==> src/csc_pkg.sv <==
`default_nettype none

package csc_pkg;

  localparam int unsigned CHAN_W = 8;

  typedef logic [CHAN_W-1:0] chan_t;

  typedef struct packed {
    chan_t a;
    chan_t b;
    chan_t c;
  } pix_t;

  typedef enum logic [2:0] {
    SP_RGB   = 3'd0,
    SP_HSL   = 3'd1,
    SP_HSV   = 3'd2,
    SP_Y601  = 3'd3,
    SP_Y709  = 3'd4,
    SP_YCOCG = 3'd5,
    SP_CMY   = 3'd6
  } space_e;

  localparam logic REG_SRC = 1'b0;
  localparam logic REG_TGT = 1'b1;

  // Inverse YCbCr coefficients, Q16.
  localparam logic [16:0] K601_CR_R = 17'd91881;
  localparam logic [16:0] K601_CB_B = 17'd116130;
  localparam logic [16:0] K601_CB_G = 17'd22553;
  localparam logic [16:0] K601_CR_G = 17'd46802;
  localparam logic [16:0] K709_CR_R = 17'd103206;
  localparam logic [16:0] K709_CB_B = 17'd121609;
  localparam logic [16:0] K709_CB_G = 17'd12276;
  localparam logic [16:0] K709_CR_G = 17'd30679;

  // Forward YCbCr coefficients, Q16.
  localparam logic [15:0] K601_KR = 16'd19595;
  localparam logic [15:0] K601_KG = 16'd38470;
  localparam logic [15:0] K601_KB = 16'd7471;
  localparam logic [15:0] K601_CB_F = 16'd36984;
  localparam logic [15:0] K601_CR_F = 16'd46745;
  localparam logic [15:0] K709_KR = 16'd13933;
  localparam logic [15:0] K709_KG = 16'd46871;
  localparam logic [15:0] K709_KB = 16'd4732;
  localparam logic [15:0] K709_CB_F = 16'd35318;
  localparam logic [15:0] K709_CR_F = 16'd41615;

  // Chroma offset of 127.5 in Q16.
  localparam logic [27:0] HALF_OFF = 28'd8355840;

  // Reciprocals for division by 255*255 and by 255.
  localparam logic [16:0] RCP_65025 = 17'd66051;
  localparam logic [24:0] RCP_255   = 25'd16843009;

  function automatic chan_t sat8(input logic signed [31:0] v);
    chan_t r;
    if (v < 0) begin
      r = '0;
    end else if (v > 32'sd255) begin
      r = '1;
    end else begin
      r = v[CHAN_W-1:0];
    end
    return r;
  endfunction

endpackage

`default_nettype wire

==> src/csc_to_rgb.sv <==
`default_nettype none

module csc_to_rgb (
  input  wire logic            clk_i,
  input  wire logic            rst_ni,
  input  wire logic            en_i,
  input  wire logic            valid_i,
  input  wire csc_pkg::space_e src_i,
  input  wire csc_pkg::pix_t   pix_i,
  output logic                 valid_o,
  output csc_pkg::pix_t        rgb_o
);
  import csc_pkg::*;

  logic [6:1] v_q;

  // Stage 1 combinational.
  logic [10:0] s6;
  logic [10:0] m;
  logic [2:0]  sector;
  chan_t       t;
  logic [8:0]  lc2;
  chan_t       f;
  chan_t       fac;
  logic        y709;
  logic [16:0] k_crr, k_cbb, k_cbg, k_crg;
  logic signed [9:0]  dcb, dcr;
  logic signed [10:0] av, bv, cv, ir, ig, ib;
  pix_t        simple;

  always_comb begin
    s6 = 11'(pix_i.a) * 11'd6;
    if (s6 >= 11'd1275) begin
      sector = 3'd5;
    end else if (s6 >= 11'd1020) begin
      sector = 3'd4;
    end else if (s6 >= 11'd765) begin
      sector = 3'd3;
    end else if (s6 >= 11'd510) begin
      sector = 3'd2;
    end else if (s6 >= 11'd255) begin
      sector = 3'd1;
    end else begin
      sector = 3'd0;
    end
    if (s6 >= 11'd1530) begin
      m = s6 - 11'd1530;
    end else if (s6 >= 11'd1020) begin
      m = s6 - 11'd1020;
    end else if (s6 >= 11'd510) begin
      m = s6 - 11'd510;
    end else begin
      m = s6;
    end
    t = (m >= 11'd255) ? 8'(11'd510 - m) : m[7:0];

    lc2 = {pix_i.c, 1'b0};
    f   = (lc2 >= 9'd255) ? 8'(9'd510 - lc2) : lc2[7:0];
    fac = (src_i == SP_HSL) ? f : pix_i.c;

    y709  = (src_i == SP_Y709);
    k_crr = y709 ? K709_CR_R : K601_CR_R;
    k_cbb = y709 ? K709_CB_B : K601_CB_B;
    k_cbg = y709 ? K709_CB_G : K601_CB_G;
    k_crg = y709 ? K709_CR_G : K601_CR_G;
    dcb   = $signed({1'b0, pix_i.b, 1'b0}) - 10'sd255;
    dcr   = $signed({1'b0, pix_i.c, 1'b0}) - 10'sd255;

    av = $signed({3'b0, pix_i.a});
    bv = $signed({3'b0, pix_i.b});
    cv = $signed({3'b0, pix_i.c});
    ir = av + bv - cv;
    ig = (11'sd2 * av + 11'sd2 * cv - 11'sd255) >>> 1;
    ib = av - bv - cv + 11'sd255;

    case (src_i)
      SP_YCOCG: begin
        simple.a = sat8(32'(ir));
        simple.b = sat8(32'(ig));
        simple.c = sat8(32'(ib));
      end
      SP_CMY: begin
        simple.a = ~pix_i.a;
        simple.b = ~pix_i.b;
        simple.c = ~pix_i.c;
      end
      default: begin
        simple = pix_i;
      end
    endcase
  end

  logic [2:0]  s1_sector_q;
  chan_t       s1_t_q, s1_c_q, s1_a_q;
  logic [15:0] s1_p_q;
  logic signed [27:0] s1_pr_q, s1_pg1_q, s1_pg2_q, s1_pb_q;
  pix_t        s1_simple_q;

  always_ff @(posedge clk_i) begin
    if (en_i) begin
      s1_sector_q <= sector;
      s1_t_q      <= t;
      s1_c_q      <= pix_i.c;
      s1_a_q      <= pix_i.a;
      s1_p_q      <= 16'(fac) * 16'(pix_i.b);
      s1_pr_q     <= $signed({1'b0, k_crr}) * dcr;
      s1_pg1_q    <= $signed({1'b0, k_cbg}) * dcb;
      s1_pg2_q    <= $signed({1'b0, k_crg}) * dcr;
      s1_pb_q     <= $signed({1'b0, k_cbb}) * dcb;
      s1_simple_q <= simple;
    end
  end

  // Stage 2: inverse YCbCr sums and chroma reciprocal estimate.
  logic signed [31:0] yr, yg, yb, gsum;
  logic [32:0] cprod;
  pix_t        lin;

  always_comb begin
    yr    = $signed({24'b0, s1_a_q}) + 32'(s1_pr_q >>> 17);
    gsum  = -32'(s1_pg1_q >>> 1) - 32'(s1_pg2_q >>> 1);
    yg    = $signed({24'b0, s1_a_q}) + (gsum >>> 16);
    yb    = $signed({24'b0, s1_a_q}) + 32'(s1_pb_q >>> 17);
    cprod = 33'(s1_p_q) * 33'(RCP_65025);
    if (src_i == SP_Y601 || src_i == SP_Y709) begin
      lin.a = sat8(yr);
      lin.b = sat8(yg);
      lin.c = sat8(yb);
    end else begin
      lin = s1_simple_q;
    end
  end

  logic [2:0]  s2_sector_q;
  chan_t       s2_t_q, s2_c_q;
  logic [15:0] s2_p_q;
  logic [16:0] s2_q0_q;
  pix_t        s2_lin_q;

  always_ff @(posedge clk_i) begin
    if (en_i) begin
      s2_sector_q <= s1_sector_q;
      s2_t_q      <= s1_t_q;
      s2_c_q      <= s1_c_q;
      s2_p_q      <= s1_p_q;
      s2_q0_q     <= cprod[32:16];
      s2_lin_q    <= lin;
    end
  end

  // Stage 3: chroma correction.
  logic [32:0] crem;
  logic [16:0] cq;

  always_comb begin
    crem = {1'b0, s2_p_q, 16'b0} - 33'(s2_q0_q) * 33'd65025;
    cq   = s2_q0_q + 17'(crem >= 33'd65025);
  end

  logic [2:0]  s3_sector_q;
  chan_t       s3_t_q, s3_c_q;
  logic [16:0] s3_cq_q;
  pix_t        s3_lin_q;

  always_ff @(posedge clk_i) begin
    if (en_i) begin
      s3_sector_q <= s2_sector_q;
      s3_t_q      <= s2_t_q;
      s3_c_q      <= s2_c_q;
      s3_cq_q     <= cq;
      s3_lin_q    <= s2_lin_q;
    end
  end

  // Stage 4: minimum level and the X product.
  logic [16:0] cqm;
  assign cqm = (src_i == SP_HSL) ? {1'b0, s3_cq_q[16:1]} : s3_cq_q;

  logic [2:0]  s4_sector_q;
  logic [16:0] s4_cq_q;
  logic signed [26:0] s4_mq_q;
  logic [24:0] s4_xp_q;
  pix_t        s4_lin_q;

  always_ff @(posedge clk_i) begin
    if (en_i) begin
      s4_sector_q <= s3_sector_q;
      s4_cq_q     <= s3_cq_q;
      s4_mq_q     <= $signed({3'b0, s3_c_q, 16'b0}) - $signed({10'b0, cqm});
      s4_xp_q     <= 25'(s3_cq_q) * 25'(s3_t_q);
      s4_lin_q    <= s3_lin_q;
    end
  end

  // Stage 5: X estimate by reciprocal of 255.
  logic [49:0] xprod;
  assign xprod = 50'(s4_xp_q) * 50'(RCP_255);

  logic [2:0]  s5_sector_q;
  logic [16:0] s5_cq_q, s5_xq0_q;
  logic signed [26:0] s5_mq_q;
  logic [24:0] s5_xp_q;
  pix_t        s5_lin_q;

  always_ff @(posedge clk_i) begin
    if (en_i) begin
      s5_sector_q <= s4_sector_q;
      s5_cq_q     <= s4_cq_q;
      s5_mq_q     <= s4_mq_q;
      s5_xp_q     <= s4_xp_q;
      s5_xq0_q    <= xprod[48:32];
      s5_lin_q    <= s4_lin_q;
    end
  end

  // Stage 6: X correction and sector select.
  logic [25:0] xrem;
  logic [16:0] xq;
  logic signed [27:0] hi_s, mid_s;
  chan_t       hi, mid, lo;
  pix_t        rgb;

  always_comb begin
    xrem  = {1'b0, s5_xp_q} - 26'(s5_xq0_q) * 26'd255;
    xq    = s5_xq0_q + 17'(xrem >= 26'd255);
    hi_s  = $signed({11'b0, s5_cq_q}) + 28'(s5_mq_q);
    mid_s = $signed({11'b0, xq}) + 28'(s5_mq_q);
    hi    = sat8(32'(hi_s >>> 16));
    mid   = sat8(32'(mid_s >>> 16));
    lo    = sat8(32'(s5_mq_q >>> 16));
    if (src_i == SP_HSL || src_i == SP_HSV) begin
      case (s5_sector_q)
        3'd0:    rgb = '{a: hi,  b: mid, c: lo};
        3'd1:    rgb = '{a: mid, b: hi,  c: lo};
        3'd2:    rgb = '{a: lo,  b: hi,  c: mid};
        3'd3:    rgb = '{a: lo,  b: mid, c: hi};
        3'd4:    rgb = '{a: mid, b: lo,  c: hi};
        default: rgb = '{a: hi,  b: lo,  c: mid};
      endcase
    end else begin
      rgb = s5_lin_q;
    end
  end

  always_ff @(posedge clk_i) begin
    if (en_i) begin
      rgb_o <= rgb;
    end
  end

  always_ff @(posedge clk_i or negedge rst_ni) begin
    if (!rst_ni) begin
      v_q <= '0;
    end else if (en_i) begin
      v_q <= {v_q[5:1], valid_i};
    end
  end

  assign valid_o = v_q[6];

endmodule

`default_nettype wire

==> config.mk <==
export PLATFORM = sky130hd
export DESIGN_NAME = csc_to_rgb
export DESIGN_NICKNAME = d
export VERILOG_FILES = /design/src/csc_pkg.sv /design/src/csc_to_rgb.sv
export SDC_FILE = /design/constraint.sdc
export NUM_CORES = 2
export LEC_CHECK = 0
export BUFFER_PORTS_ARGS = -buffer_cell sky130_fd_sc_hd__clkbuf_2
export CAP_MARGIN = 20
export CORE_MARGIN = 4
export CORE_UTILIZATION = 45
export CTS_CLUSTER_DIAMETER = 50
export CTS_CLUSTER_SIZE = 40
export DETAILED_ROUTE_END_ITERATION = 16
export GPL_ROUTABILITY_DRIVEN = 0
export PLACE_DENSITY_LB_ADDON = 0.12
export SLEW_MARGIN = 20
export SYNTH_ARGS = -nofsm -noshare
export SYNTH_HDL_FRONTEND = slang
export SYNTH_SLANG_ARGS = --single-unit
==> constraint.sdc <==
create_clock -name clk_i -period 10.7 [get_ports clk_i]
set_input_delay 1.07 -clock clk_i [delete_from_list [all_inputs] [get_ports clk_i]]
set_output_delay 1.07 -clock clk_i [all_outputs]
set_load 0.02 [all_outputs]
Yosys cells after proc, flatten, opt, wreduce, memory -nomap -nowiden
Index checks and enable logic that the tools add are counted.
{ "totals": {"elab_cells": 166, "input_bits": 31, "register_bits": 551} }
{ "classes": {"mul": 11, "n_addsub": 26, "eq_ne": 10, "order_cmp": 28, "bitwise": 3, "n_reduce_logical": 4, "muxes": 37} }
{ "op_table": {"columns": ["cell", "count"], "rows": [
  ["$mux W8", 21],
  ["$pmux W24 S5", 1],
  ["$add A18 B27 Y28", 2],
  ["$mul A18 B10 Y28", 2],
  ["$mul A25 B25 Y49 const B", 1],
  ["$gt A12 B9 Y1 const B", 4],
  ["$lt A12 B1 Y1 const B", 4],
  ["$mux W24", 2],
  ["$pmux W24 S2", 1],
  ["$add A17 B1 Y17", 2],
  ["$ge A33 B16 Y1 const B", 1],
  ["$mul A16 B17 Y33 const B", 1],
  ["$mul A17 B16 Y33 const B", 1],
  ["$mux W11", 3],
  ["$sub A32 B33 Y33", 1],
  ["$mux W16", 2],
  ["$neg A25 Y32", 1],
  ["$sub A32 B26 Y32", 1],
  ["$mul A17 B10 Y27", 1],
  ["$ge A26 B8 Y1 const B", 1],
  ["$mul A16 B10 Y26", 1],
  ["$sub A25 B25 Y26", 1],
  ["$mul A17 B8 Y25", 1],
  ["$mul A17 B8 Y25 const B", 1],
  ["other kinds (40)", 62]
]} }

Logic depth before layout (Yosys ltp)
{ "logic_depth": {"ltp_word": 10, "mapped_depth": 36, "ltp_nobuf": 35} }

Worst setup path before layout
OpenSTA, ideal clock, no wires.
{ "synth_timing": {"path_kind": "flip-flop to flip-flop", "startpoint": "register s5_xq0_q[5]", "endpoint": "register rgb_o[1] in the netlist's numbering, data pin", "setup_time_ns": 0.261, "stages_incl_launch_ff": 34, "slack_ns": 2.234, "t_arrival_ns": 8.205, "path_buffers": 0, "synth_period_minus_slack_ns": 8.466, "cell_sequence": "edfxtp_1 -> inv_1 -> fa_1 -> fa_1 -> fa_1 -> inv_1 -> fa_1 -> inv_1 -> ha_1 -> o21a_1 -> o21a_1 -> and3_1 -> o41ai_1 -> nor3_1 -> a31oi_1 -> xor2_1 -> o31ai_1 -> or4_1 -> ha_1 -> ha_1 -> and3_1 -> and3_1 -> nand2_1 -> xnor2_1 -> ha_1 -> a211oi_1 -> o22ai_1 -> nor3_1 -> o21ai_0 -> a211oi_1 -> nor2_1 -> mux2i_1 -> nor2_1 -> o32a_1"} }
{ "synth_rtl": {"columns": ["item", "line", "text"], "rows": [
  ["start: declaration", "csc_to_rgb.sv:200", "logic [16:0] s5_cq_q, s5_xq0_q;"],
  ["start signal: assignment", "csc_to_rgb.sv:211", "s5_xq0_q <= xprod[48:32];"],
  ["end signal: assignment", "csc_to_rgb.sv:247", "rgb_o <= rgb;"],
  ["end: declaration", "csc_to_rgb.sv:11", "output csc_pkg::pix_t rgb_o"]
]} }

==> impl_metrics.toml <==
[setup_path]
worstSetupStartpoint = "s5_xq0_q[10]"
arrival_ns = 9.69
path_delay_family = "adder cells"
reg2reg_slack_ns = 1.42
crit_path_max_incr_delay_ns = 0.61
reg2reg_from = "s5_xq0_q[10]"
r2r_end = "rgb_o[1]"
endpoint_kind = "register"
cp_max_fo = 7
cpMaxStageDelayCell = "or4_1"
critical_path_required_ns = 11.11
ff2ff_path_depth = 33
critPathLaunchType = "register"
path_depth = 33
crit_buf_inv = 4
critPathKind = "reg -> reg"
endpoint = "rgb_o[1]"

[synthesis]
syn-cell-area_mm2 = 0.0578
synth-edff-count = 500
synth-seq-cells = 506
ys.flop_type = "edfxtp_1"
ys_warn_count = 0
synthCells = 5476
synth_sequential_area_ratio_pct = 26.2
synthArstFlopShare_pct = 1.19
synth_cell_type_count = 92
synth.avg_cell_area_um2 = 10.6

[clock_network]
ctsHoldBuffers = 0
cts_root_buf = "clkbuf_16"
postCtsSetupBuffers = 0
cts.sinks = 506
cts_tree = "done"
clk_transition_reported_paths_ns = 0.07
post_cts_resized = 0
htreeDepth = 3
clock_path_buffers = 3
cts_buffers = 71
clk_latency_ns = 0.66

[final_layout]
ff_latch_area_mm2 = 0.0152
fill_cells = 11800
syn_to_final_growth_pct = 8.32
drive_above_1_share_pct = 4.77
final_nets = 7216
multiInputGateArea_mm2 = 0.0384

[drt]
wl_per_cell_um = 18.9
wl_met1_um = 60700
drtAntennaViolNets = 0
drcViolationCount = 0
drtPass1Iterations = 7
vias_per_cell = 5.30
top_layer_used = "met5"
wl_met2_um = 68000
drt_wl_total_um = 138000
drtIter0Drc = 2292
via_count = 38700
met3WireLength_um = 5300

[global_routing]
grt_use_total_pct = 21.0
antenna_found_initial = 10
grt_max_degree = 134
overflow = 0
grt_pass1_wl_um = 224000
first_global_vias = 40300

[sta]
relSlewSlack_pct = 23.3
finalCritPeriodShare_pct = 86.7
hold_viol = 0
tightest_slew_ns = 1.14
drv_slew = 0
setup_violations = 0
skew_ns = 0.0563
fin_setup_tns_ns = 0
finalCriticalPeriod_ns = 9.28
clock.fmax_ghz = 0.108
rsz0062_at_grt = "false"

[floorplan]
rows = 131
initial_core_util_pct = 45.3
coreArea_mm2 = 0.128
dieArea_mm2 = 0.134
ios = 56
die_h_um = 367
die_x_um = 367

[placement]
dp_hpwl_um = 110000
portBuffers = 55

[hold_path]
hold_path_class = "in -> async"

[outcome]
status = "complete, no violations"

[run]
drv_cap = 0
## stage by stage
stage	cells	hold WS (ns)	util [%]	setup WS, ns	instance area (µm²)
after detailed placement	7154	0.405	47.1	1.40	60200
after CTS	7283	0.221	49.1	1.40	62600
after global placement	7154	0.400	47.1	1.52	60200
after floorplan	5506	0.400	-	2.23	57900
after global routing	7283	0.247	49.1	0.682	62600
final	7290	0.268	49.1	1.42	62600
## how the worst min path moves through the flow
stage          startpoint        end  depth (start not counted)
2_1_floorplan   s1_c_q[0]  s2_c_q[0]                          0
3_3_place_gp    s2_t_q[6]  s3_t_q[6]                          0
3_5_place_dp    s1_t_q[2]  s2_t_q[2]                          0
4_1_cts            rst_ni     v_q[3]                          1
5_1_grt            rst_ni     v_q[2]                          1
6_report           rst_ni     v_q[2]                          1
## cell usage after synthesis, drive strengths merged (44+ instances only)
library cell,instances,area [µm²]
a21o,73,549
a21oi,206,1030
and2,106,663
clkbuf,92,345
edfxtp,500,15000
fa,617,12400
ha,1003,12500
inv,1079,4050
nand2,281,1050
nand3,63,315
nor2,277,1040
nor3,70,350
o21a,44,330
o21ai,150,751
xnor2,197,1730
xor2,84,736
## cells in the final DEF, fill, tap and decap left out, types with 36 or more instances in the layout
cell,Yosys,routed
inv_1,1079,1079
nand2b_1,36,36
fa_1,617,617
nor2_1,277,276
xnor2_1,197,197
ha_1,1003,1003
o21ai_0,143,143
o21a_1,44,44
nand2_1,281,280
clkbuf_2,0,54
nor2b_1,38,38
and2_1,106,106
a21o_1,72,72
clkbuf_16,0,72
xor2_1,84,84
a21oi_1,206,205
edfxtp_1,500,500
nand3_1,63,63
nor3_1,70,70
## per-layer routing
| metal | global-route usage (%) | vias to the layer above |
|---|---|---|
| met5 | 0 | - |
| met4 | 5.77 | 6 |
| met3 | 2.73 | 211 |
| met2 | 36.5 | 699 |
| met1 | 27.5 | 19100 |
| li1 | - | 18600 |
## flip-flops by register name, summed over array words and instances (netlist names), 24 cells and up
signal and cells:
rgb_o 24, s1_pg1_q 25, s1_pg2_q 26, s1_simple_q 24, s2_lin_q 24, s3_lin_q 24, s4_lin_q 24, s4_mq_q 25
s4_xp_q 24, s5_lin_q 24, s5_mq_q 25, s5_xp_q 24
## cell families after synthesis
| group | Yosys count | synth area share, % |
|---|---|---|
| muxes | 27 | 0.485 |
| xor gates and xnor gates | 282 | 4.29 |
| DFF | 506 | 26.2 |
| adders and majority gates | 1621 | 43.1 |
| other | 2 | 0.0130 |
| buffers and inverters | 1177 | 7.65 |
| and+or+nand+nor | 1044 | 8.79 |
| AOI/OAI and AO/OA | 817 | 9.48 |
## area by class of cell
class,instances,area share [%]
Multi-Input combinational cell,3823,61.3
Timing Repair Buffer,83,0.811
Sequential cell,506,24.2
Antenna cell,7,0.0280
Inverter,1080,6.47
Clock buffer,75,2.89
Tap cell,1662,3.32
Clock inverter,54,0.997
Power is not shown: default switching activity piles up to over one toggle a cycle in this logic, so the estimate is an artifact.
