$ cat config.mk
export PLATFORM = sky130hd
export DESIGN_NAME = csc_from_rgb
export DESIGN_NICKNAME = d
export VERILOG_FILES = /design/src/csc_pkg.sv /design/src/csc_div.sv /design/src/csc_from_rgb.sv
export SDC_FILE = /design/constraint.sdc
export NUM_CORES = 2
export LEC_CHECK = 0
export BUFFER_PORTS_ARGS = -buffer_cell sky130_fd_sc_hd__buf_4
export CORE_MARGIN = 8
export CORE_UTILIZATION = 59
export DETAILED_ROUTE_END_ITERATION = 6
export GPL_TIMING_DRIVEN = 0
export PLACE_DENSITY = 0.78
export SYNTH_ARGS = -nofsm -noshare
export SYNTH_HDL_FRONTEND = slang
export SYNTH_SLANG_ARGS = --single-unit
$ cat constraint.sdc
create_clock -name clk_i -period 6.4 [get_ports clk_i]
set_input_delay 1.28 -clock clk_i [delete_from_list [all_inputs] [get_ports clk_i]]
set_output_delay 1.28 -clock clk_i [all_outputs]
set_load 0.1 [all_outputs]
$ cat src/csc_pkg.sv
`default_nettype none

package csc_pkg;

  localparam int unsigned CHAN_W = 8;

  typedef logic [CHAN_W-1:0] chan_t;

  typedef struct packed {
    chan_t a;
    chan_t b;
    chan_t c;
  } pix_t;

  typedef enum logic [2:0] {
    SP_RGB   = 3'd0,
    SP_HSL   = 3'd1,
    SP_HSV   = 3'd2,
    SP_Y601  = 3'd3,
    SP_Y709  = 3'd4,
    SP_YCOCG = 3'd5,
    SP_CMY   = 3'd6
  } space_e;

  localparam logic REG_SRC = 1'b0;
  localparam logic REG_TGT = 1'b1;

  // Inverse YCbCr coefficients, Q16.
  localparam logic [16:0] K601_CR_R = 17'd91881;
  localparam logic [16:0] K601_CB_B = 17'd116130;
  localparam logic [16:0] K601_CB_G = 17'd22553;
  localparam logic [16:0] K601_CR_G = 17'd46802;
  localparam logic [16:0] K709_CR_R = 17'd103206;
  localparam logic [16:0] K709_CB_B = 17'd121609;
  localparam logic [16:0] K709_CB_G = 17'd12276;
  localparam logic [16:0] K709_CR_G = 17'd30679;

  // Forward YCbCr coefficients, Q16.
  localparam logic [15:0] K601_KR = 16'd19595;
  localparam logic [15:0] K601_KG = 16'd38470;
  localparam logic [15:0] K601_KB = 16'd7471;
  localparam logic [15:0] K601_CB_F = 16'd36984;
  localparam logic [15:0] K601_CR_F = 16'd46745;
  localparam logic [15:0] K709_KR = 16'd13933;
  localparam logic [15:0] K709_KG = 16'd46871;
  localparam logic [15:0] K709_KB = 16'd4732;
  localparam logic [15:0] K709_CB_F = 16'd35318;
  localparam logic [15:0] K709_CR_F = 16'd41615;

  // Chroma offset of 127.5 in Q16.
  localparam logic [27:0] HALF_OFF = 28'd8355840;

  // Reciprocals for division by 255*255 and by 255.
  localparam logic [16:0] RCP_65025 = 17'd66051;
  localparam logic [24:0] RCP_255   = 25'd16843009;

  function automatic chan_t sat8(input logic signed [31:0] v);
    chan_t r;
    if (v < 0) begin
      r = '0;
    end else if (v > 32'sd255) begin
      r = '1;
    end else begin
      r = v[CHAN_W-1:0];
    end
    return r;
  endfunction

endpackage

`default_nettype wire

$ cat src/csc_div.sv
`default_nettype none

module csc_div #(
  parameter int unsigned NW = 19,
  parameter int unsigned DW = 11
) (
  input  wire logic                      clk_i,
  input  wire logic                      en_i,
  input  wire logic [NW-1:0]             num_i,
  input  wire logic [DW-1:0]             den_i,
  output logic [csc_pkg::CHAN_W-1:0]     quo_o
);
  import csc_pkg::*;

  localparam int unsigned QW = CHAN_W;
  localparam int unsigned CW = (NW > DW + QW) ? NW : DW + QW;

  logic [NW-1:0] rem_q  [QW];
  logic [DW-1:0] den_q  [QW];
  logic [QW-1:0] quo_q  [QW];
  logic          zero_q [QW];

  for (genvar k = 0; k < QW; k++) begin : g_st
    logic [NW-1:0] rem_in;
    logic [DW-1:0] den_in;
    logic [QW-1:0] quo_in;
    logic          zero_in;
    logic [CW-1:0] shd;
    logic [CW-1:0] diff;
    logic          ge;

    if (k == 0) begin : g_first
      assign rem_in  = num_i;
      assign den_in  = den_i;
      assign quo_in  = '0;
      assign zero_in = (den_i == '0);
    end else begin : g_next
      assign rem_in  = rem_q[k-1];
      assign den_in  = den_q[k-1];
      assign quo_in  = quo_q[k-1];
      assign zero_in = zero_q[k-1];
    end

    assign shd  = CW'(den_in) << (QW - 1 - k);
    assign ge   = CW'(rem_in) >= shd;
    assign diff = CW'(rem_in) - shd;

    always_ff @(posedge clk_i) begin
      if (en_i) begin
        rem_q[k]  <= ge ? diff[NW-1:0] : rem_in;
        den_q[k]  <= den_in;
        quo_q[k]  <= {quo_in[QW-2:0], ge};
        zero_q[k] <= zero_in;
      end
    end
  end

  assign quo_o = zero_q[QW-1] ? '0 : quo_q[QW-1];

endmodule

`default_nettype wire

$ cat src/csc_from_rgb.sv
`default_nettype none

module csc_from_rgb (
  input  wire logic            clk_i,
  input  wire logic            rst_ni,
  input  wire logic            en_i,
  input  wire logic            valid_i,
  input  wire csc_pkg::space_e tgt_i,
  input  wire csc_pkg::pix_t   rgb_i,
  output logic                 valid_o,
  output csc_pkg::pix_t        pix_o
);
  import csc_pkg::*;

  localparam int unsigned NDLY = 6;

  logic [9:1] v_q;

  chan_t       r, g, b, mx, mn, c, d, sat_den, lv;
  logic [10:0] n;
  logic [8:0]  s;
  logic        y709;
  logic [15:0] kr, kg, kb;
  logic [10:0] ya, yb2, yc;
  pix_t        simple;

  always_comb begin
    r  = rgb_i.a;
    g  = rgb_i.b;
    b  = rgb_i.c;
    mx = r;
    mn = r;
    if (g > mx) mx = g;
    if (b > mx) mx = b;
    if (g < mn) mn = g;
    if (b < mn) mn = b;
    c = mx - mn;
    if (mx == r) begin
      n = (g >= b) ? 11'(g) - 11'(b) : 11'(c) * 11'd6 + 11'(g) - 11'(b);
    end else if (mx == g) begin
      n = 11'(c) * 11'd2 + 11'(b) - 11'(r);
    end else begin
      n = 11'(c) * 11'd4 + 11'(r) - 11'(g);
    end
    s       = 9'(mx) + 9'(mn);
    d       = (s <= 9'd255) ? s[7:0] : 8'(9'd510 - s);
    sat_den = (tgt_i == SP_HSV) ? mx : d;
    lv      = (tgt_i == SP_HSV) ? mx : s[8:1];

    y709 = (tgt_i == SP_Y709);
    kr   = y709 ? K709_KR : K601_KR;
    kg   = y709 ? K709_KG : K601_KG;
    kb   = y709 ? K709_KB : K601_KB;

    ya  = (11'(r) + 11'(g) * 11'd2 + 11'(b)) >> 2;
    yb2 = (11'(r) - 11'(b) + 11'd255) >> 1;
    yc  = (11'(g) * 11'd2 - 11'(r) - 11'(b) + 11'd510) >> 2;

    case (tgt_i)
      SP_YCOCG: begin
        simple = '{a: ya[7:0], b: yb2[7:0], c: yc[7:0]};
      end
      SP_CMY: begin
        simple = '{a: ~r, b: ~g, c: ~b};
      end
      default: begin
        simple = rgb_i;
      end
    endcase
  end

  // Stage 1 registers.
  logic [18:0] hue_num_q;
  logic [10:0] hue_den_q;
  logic [15:0] sat_num_q;
  chan_t       sat_den_q, lv1_q, r1_q, b1_q;
  logic [23:0] pr_q, pg_q, pb_q;
  pix_t        simple1_q;

  always_ff @(posedge clk_i) begin
    if (en_i) begin
      hue_num_q <= 19'(n) * 19'd255;
      hue_den_q <= 11'(c) * 11'd6;
      sat_num_q <= 16'(c) * 16'd255;
      sat_den_q <= sat_den;
      lv1_q     <= lv;
      r1_q      <= r;
      b1_q      <= b;
      pr_q      <= 24'(kr) * 24'(r);
      pg_q      <= 24'(kg) * 24'(g);
      pb_q      <= 24'(kb) * 24'(b);
      simple1_q <= simple;
    end
  end

  chan_t hue, sat;

  csc_div #(.NW(19), .DW(11)) u_hue_div (
    .clk_i (clk_i),
    .en_i  (en_i),
    .num_i (hue_num_q),
    .den_i (hue_den_q),
    .quo_o (hue)
  );

  csc_div #(.NW(16), .DW(8)) u_sat_div (
    .clk_i (clk_i),
    .en_i  (en_i),
    .num_i (sat_num_q),
    .den_i (sat_den_q),
    .quo_o (sat)
  );

  // Stage 2: luma sum and color differences.
  logic [24:0] yq;
  assign yq = 25'(pr_q) + 25'(pg_q) + 25'(pb_q);

  chan_t y2_q, lv2_q;
  logic signed [25:0] db2_q, dr2_q;
  pix_t  simple2_q;

  always_ff @(posedge clk_i) begin
    if (en_i) begin
      y2_q      <= sat8($signed({23'b0, yq[24:16]}));
      db2_q     <= $signed({2'b0, b1_q, 16'b0}) - $signed({1'b0, yq});
      dr2_q     <= $signed({2'b0, r1_q, 16'b0}) - $signed({1'b0, yq});
      lv2_q     <= lv1_q;
      simple2_q <= simple1_q;
    end
  end

  // Stage 3: chroma scaling.
  logic [15:0] cb_f, cr_f;
  assign cb_f = y709 ? K709_CB_F : K601_CB_F;
  assign cr_f = y709 ? K709_CR_F : K601_CR_F;

  chan_t y3_q, lv3_q;
  logic signed [42:0] mb3_q, mr3_q;
  pix_t  simple3_q;

  always_ff @(posedge clk_i) begin
    if (en_i) begin
      y3_q      <= y2_q;
      mb3_q     <= db2_q * $signed({1'b0, cb_f});
      mr3_q     <= dr2_q * $signed({1'b0, cr_f});
      lv3_q     <= lv2_q;
      simple3_q <= simple2_q;
    end
  end

  // Stage 4: chroma offset and merge.
  logic signed [31:0] cbs, crs;
  pix_t oth;

  always_comb begin
    cbs = 32'(mb3_q >>> 16) + $signed({4'b0, HALF_OFF});
    crs = 32'(mr3_q >>> 16) + $signed({4'b0, HALF_OFF});
    if (tgt_i == SP_Y601 || tgt_i == SP_Y709) begin
      oth = '{a: y3_q, b: sat8(cbs >>> 16), c: sat8(crs >>> 16)};
    end else begin
      oth = simple3_q;
    end
  end

  pix_t  oth_q [NDLY];
  chan_t lv_q  [NDLY];

  always_ff @(posedge clk_i) begin
    if (en_i) begin
      oth_q[0] <= oth;
      lv_q[0]  <= lv3_q;
      for (int i = 1; i < NDLY; i++) begin
        oth_q[i] <= oth_q[i-1];
        lv_q[i]  <= lv_q[i-1];
      end
    end
  end

  always_comb begin
    if (tgt_i == SP_HSL || tgt_i == SP_HSV) begin
      pix_o = '{a: hue, b: sat, c: lv_q[NDLY-1]};
    end else begin
      pix_o = oth_q[NDLY-1];
    end
  end

  always_ff @(posedge clk_i or negedge rst_ni) begin
    if (!rst_ni) begin
      v_q <= '0;
    end else if (en_i) begin
      v_q <= {v_q[8:1], valid_i};
    end
  end

  assign valid_o = v_q[9];

endmodule

`default_nettype wire
=== Word level (Yosys, flattened, before mapping) ===
Memory sizes are Yosys's and may differ from the RTL's.
Index checks and enable logic that the tools add are counted.

* Mux-type cells: 42
* Bitwise logic cells: 3
* Multiply operators: 8
* $lt $le $gt $ge: 27
* Equality and inequality tests: 8
* Add/subtract/negate cells: 39
* Reduce and logical (&&, ||, !) cells: 4

{| class="wikitable"
|+ Operators with widths
! cell !! number
|-
| 2-to-1 mux 19 bit || 8
|-
| 2-to-1 mux 16 bit || 8
|-
| 2-to-1 mux 8 bit || 13
|-
| multiplier 26 x 17 -> 43 bit || 2
|-
| adder 27 x 24 -> 28 bit, second input constant || 2
|-
| subtractor 24 x 25 -> 26 bit || 2
|-
| 2-to-1 mux 24 bit || 2
|-
| one-hot mux 24 bit (2 select lines) || 1
|-
| 2-to-1 mux 11 bit || 3
|-
| 2-to-1 mux 13 bit || 2
|-
| adder 24 x 24 -> 25 bit || 1
|-
| adder 25 x 24 -> 25 bit || 1
|-
| > comparator 12 x 9 -> 1 bit, second input constant || 2
|-
| less-than comparator 12 x 1 -> 1 bit, second input constant || 2
|-
| multiplier 16 x 8 -> 24 bit || 1
|-
| NOT 8 bit || 3
|-
| multiplier 15 x 8 -> 23 bit || 1
|-
| subtractor 11 x 8 -> 11 bit || 2
|-
| multiplier 13 x 8 -> 21 bit || 1
|-
| >= comparator 19 x 11 -> 1 bit || 1
|-
| >= comparator 19 x 12 -> 1 bit || 1
|-
| >= comparator 19 x 13 -> 1 bit || 1
|-
| >= comparator 19 x 14 -> 1 bit || 1
|-
| >= comparator 19 x 15 -> 1 bit || 1
|-
| other kinds (60) || 69
|}

* Output and inout port bits: 25
* Register bits: 400
* Bits of input ports: 31
* Memories kept: 10
* RAM bits: 768
* Word-level logic and storage cells: 169

{| class="wikitable"
|+ Memory list
! memory !! depth !! width !! read ports !! clocked after memory_dff !! wr ports !! RTL line !! text
|-
| u_hue_div.rem_q || 8 || 19 || 7 || 0 || 8 || csc_div.sv:18 || <nowiki>logic [NW-1:0] rem_q [QW];</nowiki>
|-
| oth_q || 6 || 24 || 6 || 0 || 6 || csc_from_rgb.sv:165 || <nowiki>pix_t oth_q [NDLY];</nowiki>
|-
| u_sat_div.rem_q || 8 || 16 || 7 || 0 || 8 || csc_div.sv:18 ||
|-
| u_hue_div.den_q || 8 || 11 || 7 || 0 || 8 || csc_div.sv:19 || <nowiki>logic [DW-1:0] den_q [QW];</nowiki>
|-
| u_hue_div.quo_q || 8 || 8 || 8 || 0 || 8 || csc_div.sv:20 || <nowiki>logic [QW-1:0] quo_q [QW];</nowiki>
|-
| u_sat_div.den_q || 8 || 8 || 7 || 0 || 8 || csc_div.sv:19 ||
|-
| 4 more memories || -- || -- || -- || -- || -- || -- ||
|}

=== Logic depth before layout (Yosys ltp) ===
* Word-level depth: 11
* Gate-level depth with buffers: 60
* Mapped depth without buffers: 58

=== By module ===
Synthesis repeated with hierarchy kept, for this count alone.

* Cell total of the unflattened synthesis: 6987
* Area total of the unflattened synthesis: 79608.9 sq um

{| class="wikitable"
|+ Modules (own cells, without submodules)
! module !! cells an instance !! times used !! sequential area each (sq um) !! area each (sq um)
|-
| csc_from_rgb || 5087 || 1 || 15179.6 || 55836.1
|-
| csc_div at u_hue_div || 1081 || 1 || 7627.3 || 13226.4
|-
| csc_div at u_sat_div || 819 || 1 || 6366.1 || 10546.4
|}

=== Worst setup path after synthesis ===
OpenSTA, ideal clock, no wires.

* Path kind: input to register
* Start: input rgb_i[20] (netlist bit)
* End: register hue_num_q[17], data pin
* Data required time: 6.142 ns
* Setup slack: -6.310 ns
* Library setup time: 0.258 ns
* Stages on the path: 54
* Arrival: 12.452 ns
* Buffers on the path: 2
* Cells stage by stage: clkbuf_1 inv_1 ha_1 nand4_1 nor2_1 nor2_1 a21oi_4 clkbuf_1 nor2_1 a21oi_1 ha_1 a21oi_1 nor2b_1 nor3_1 a21o_1 o31ai_4 nor2_4 nor2_1 (+18 left out) fa_1 fa_1 fa_1 inv_1 fa_1 inv_1 ha_1 o21ai_0 a21boi_0 o21ai_0 a21boi_0 o21ai_0 a21boi_0 o21ai_0 nand2b_1 a21o_1 a21oi_1 xnor2_1

* Cells in the longest elaborated chain, start to end: 11
* Elaborated cells between the ends (all ways): 22
* Classes of those cells: 7 x add/sub; 2 x mul; 4 x order compare; 2 x eq/ne; 7 x mux

{| class="wikitable"
|+ RTL lines
! what !! RTL line !! text
|-
| start, declared || csc_from_rgb.sv:9 || <nowiki>input wire csc_pkg::pix_t rgb_i,</nowiki>
|-
| > comparator 8 bit or less-than comparator 8 bit (tied branches) || csc_from_rgb.sv:33, csc_from_rgb.sv:35 ||
|-
| 2-to-1 mux 8 bit, on equally long branches || csc_from_rgb.sv:33, csc_from_rgb.sv:35 ||
|-
| > comparator 8 bit or less-than comparator 8 bit (tied branches) || csc_from_rgb.sv:34, csc_from_rgb.sv:36 ||
|-
| 2-to-1 mux 8 bit, on equally long branches || csc_from_rgb.sv:34, csc_from_rgb.sv:36 ||
|-
| subtractor 8 bit || csc_from_rgb.sv:37 || <nowiki>c = mx - mn;</nowiki>
|-
| multiplier 8 x 2 -> 10 bit || csc_from_rgb.sv:39 || <nowiki>n = (g >= b) ? 11'(g) - 11'(b) : 11'(c) * 11'd6 + 11'(g) - 11'(b);</nowiki>
|-
| adder 11 x 8 -> 11 bit || csc_from_rgb.sv:39 ||
|-
| subtractor 11 x 8 -> 11 bit || csc_from_rgb.sv:39 ||
|-
| 2-to-1 mux 11 bit || csc_from_rgb.sv:39 ||
|-
| 2-to-1 mux 11 bit (*) || csc_from_rgb.sv:38 || <nowiki>if (mx == r) begin</nowiki>
|-
| multiplier 11 x 8 -> 19 bit (*) || csc_from_rgb.sv:82 || <nowiki>hue_num_q <= 19'(n) * 19'd255;</nowiki>
|-
| end signal, assigned || csc_from_rgb.sv:82 ||
|-
| end, declared || csc_from_rgb.sv:73 || <nowiki>logic [18:0] hue_num_q;</nowiki>
|}

Mark *: on every way between the ends. The rest lies on a longest branch, timed or not.
A chain may end at the register's enable or synchronous reset.

=== Worst setup path in the final report ===
* Start: input rgb_i[18] (netlist bit)
* End: register hue_num_q[17], data pin

Same word-level chain as after synthesis.

==> qor.txt <==
die height - 377 um
Setup TNS - -124.91 ns
Largest stage delay, worst path - 0.59 ns
Least-Margin Pin Slew - 1.06 ns
DRC violations left - 0
setup ws final - -5.03 ns
largest net degree at the start of global routing - 136
failing checks - setup timing
clock skew - 0.0564 ns
routed len/inst - 20.0 um
Clock Latency Late Sink - 0.69 ns
critical path's slowest cell - fa_2
dpl hpwl - 130 mm
Die ar. - 0.142 mm^2
gr ovfl total - 0
Max Clock Freq - 0.0875 GHz
number of H-tree levels - 3
crit-path most repeated cell - fa_1
I/O Buffers - 55
FF+latch count, synth - 953
synthesized area - 0.0767 mm^2
Final Max Slew Viols - 0
CTS Hold Bufs - 0
asr flop ratio synth - 0.944%
final period utilization - 179%
clk buf depth - 3
number of global-route vias before repair - 52200
Hold Path Class - register to register
status - finished, violations left
Syn Area/Cell - 11.4 um^2
initial antenna violation count - 4
Site Rows - 132
final setup fails - 75
max cap viols - 0
CTS sink cnt - 953
Top delay family on crit path - adder cells
Total GRT Usage - 24.4%
initial drt markers - 3855
CTS Buf Count - 94
Max-slew headroom - 29.1%
Placed Area - 0.0804 mm^2
initial core utilization - 59.3%
CP startpoint kind - input pin
CORE AREA - 0.129 mm^2
Fin. Hold Viols - 0
commonest cells after routing, fill and taps aside - inv_1, edfxtp_1, ha_1
final net count - 8965
Gate Count Post-Synth - 6716
via count - 50700
first-pass GRT wire length - 275 mm
Worst-path clk slew - 0.07 ns
Post-synth EDFFs - 944
most common cell after layout, fill and taps aside - inv_1
Crit Path Class - input pin to register
io pins - 56
final wirelength - 182 mm
RSZ-0062 raised after global routing - true
area grow syn2layout - 16.3%
Crit path required time - 6.87 ns
Design Area, Final - 0.0892 mm^2
DR pass1 iterations - 7
Max FO, Critical Path - 12
layout cell share with drive strength beyond 1 - 15.9%
sequential fraction of the synthesis area - 37.2%
WP data arrival - 11.90 ns
minimum clock period after layout - 11.43 ns
worst path bufs/invs - 10
Root Driver - clkbuf_16
Worst Setup End Kind - register
Synth cell types - 88
Die W - 377 um
Layout Utilization - 69.0%
Synth Warn # - 0
CTS tree - yes
Synth Flop Type - edfxtp_1
Avg Vias per Cell - 5.59
Routed Antenna Nets - 0
GP Congestion - 0.925
## routing by layer
layer  share of wire [%]  routed length [um]  up-vias  global-route usage (%)
li1                    -                   -    23300                       -
met1                  40               72300    24800                    31.6
met2                  48               87800     1979                    41.6
met3                 7.2               13000      629                    4.02
met4                 4.7                8630        4                    8.78
met5               0.051                  92        -                       0
## cell families after synthesis
logic type,after synthesis,synth area share (%)
AOI/OAI and AO/OA,961,7.86
xor gates and xnor gates,350,4.01
adders and majority gates,1679,35.2
buffers and inverters,1556,7.61
DFF,953,37.2
muxes,62,0.864
other,2,0.00979
and+or+nand+nor,1153,7.22
## through the flow
| stage | hold WS (ns) | std cells | worst slack (ns) |
|---|---|---|---|
| 6_report | 0.362 | 9075 | -5.03 |
| 4_1_cts | 0.342 | 8925 | -4.37 |
| 3_3_place_gp | 0.401 | 8556 | -7.08 |
| 3_5_place_dp | 0.405 | 8565 | -7.24 |
| 2_1_floorplan | 0.400 | 6759 | -5.17 |
| 5_1_grt | 0.355 | 9074 | -5.43 |
## layout make-up
type	instances	area (um^2)
multi-input cells	4250	45300
plain buffers	83	662
flip-flops and latches	953	28600
fillers	8569	40100
well taps	1742	2180
clock buffers	116	2430
diodes	1	2.50
inverters	1471	5640
repair buffers	403	3780
clock inverters	56	601
## synthesized netlist by cell type (31+ instances only)
library cell | number | area (um^2)
xnor2_1 | 229 | 2010
nor2b_1 | 70 | 438
inv_1 | 1467 | 5510
a21o_1 | 147 | 1100
nand4_1 | 39 | 244
nand2_1 | 304 | 1140
and2_1 | 38 | 238
ha_1 | 881 | 11000
nor2_1 | 375 | 1410
edfxtp_1 | 944 | 28300
o21bai_1 | 40 | 300
nand2b_1 | 69 | 432
nor3_1 | 54 | 270
xor2_1 | 120 | 1050
clkbuf_1 | 77 | 289
nand3_1 | 45 | 225
fa_1 | 797 | 16000
o21ai_0 | 229 | 1150
mux2i_1 | 31 | 310
a21oi_1 | 313 | 1570
## timing repair
item | 4_1_cts | 5_1_grt
setup endpoints to repair | 103 | 100
buffers inserted | 186 | 159
cloned | 2 | 0
resized for setup | 358 | 401
pin swaps | 135 | 232
## sequential cells by signal, summed over array words and instances, names as in the netlist, 9 cells and up
register,cells
db2_q,26
dr2_q,10
hue_num_q,19
lv_q,48
mb3_q,12
mr3_q,12
oth_q,144
pb_q,21
pg_q,24
pr_q,22
sat_num_q,16
simple1_q,24
simple2_q,24
simple3_q,24
u_hue_div.den_q,57
u_hue_div.quo_q,36
u_hue_div.rem_q,133
u_sat_div.den_q,56
u_sat_div.quo_q,36
u_sat_div.rem_q,112
v_q,9
## worst paths after layout
path | from | slack, ns | depth (start not counted) | end
max | rgb_i[18] | -5.03 | 55 | hue_num_q[17]
min | oth_q[1][15] | 0.36 | 0 | oth_q[2][15]
max reg2reg | db2_q[15] | -0.86 | 22 | mb3_q[42]
min reg2reg | oth_q[1][15] | 0.36 | 0 | oth_q[2][15]
max in group asynchronous | rst_ni | 5.88 | 1 | v_q[3]
min in group asynchronous | rst_ni | 0.39 | 1 | v_q[8]
Power is left out: the tool's default activity adds up to more than one toggle a clock period on the data nets, which glitch-free logic cannot reach.
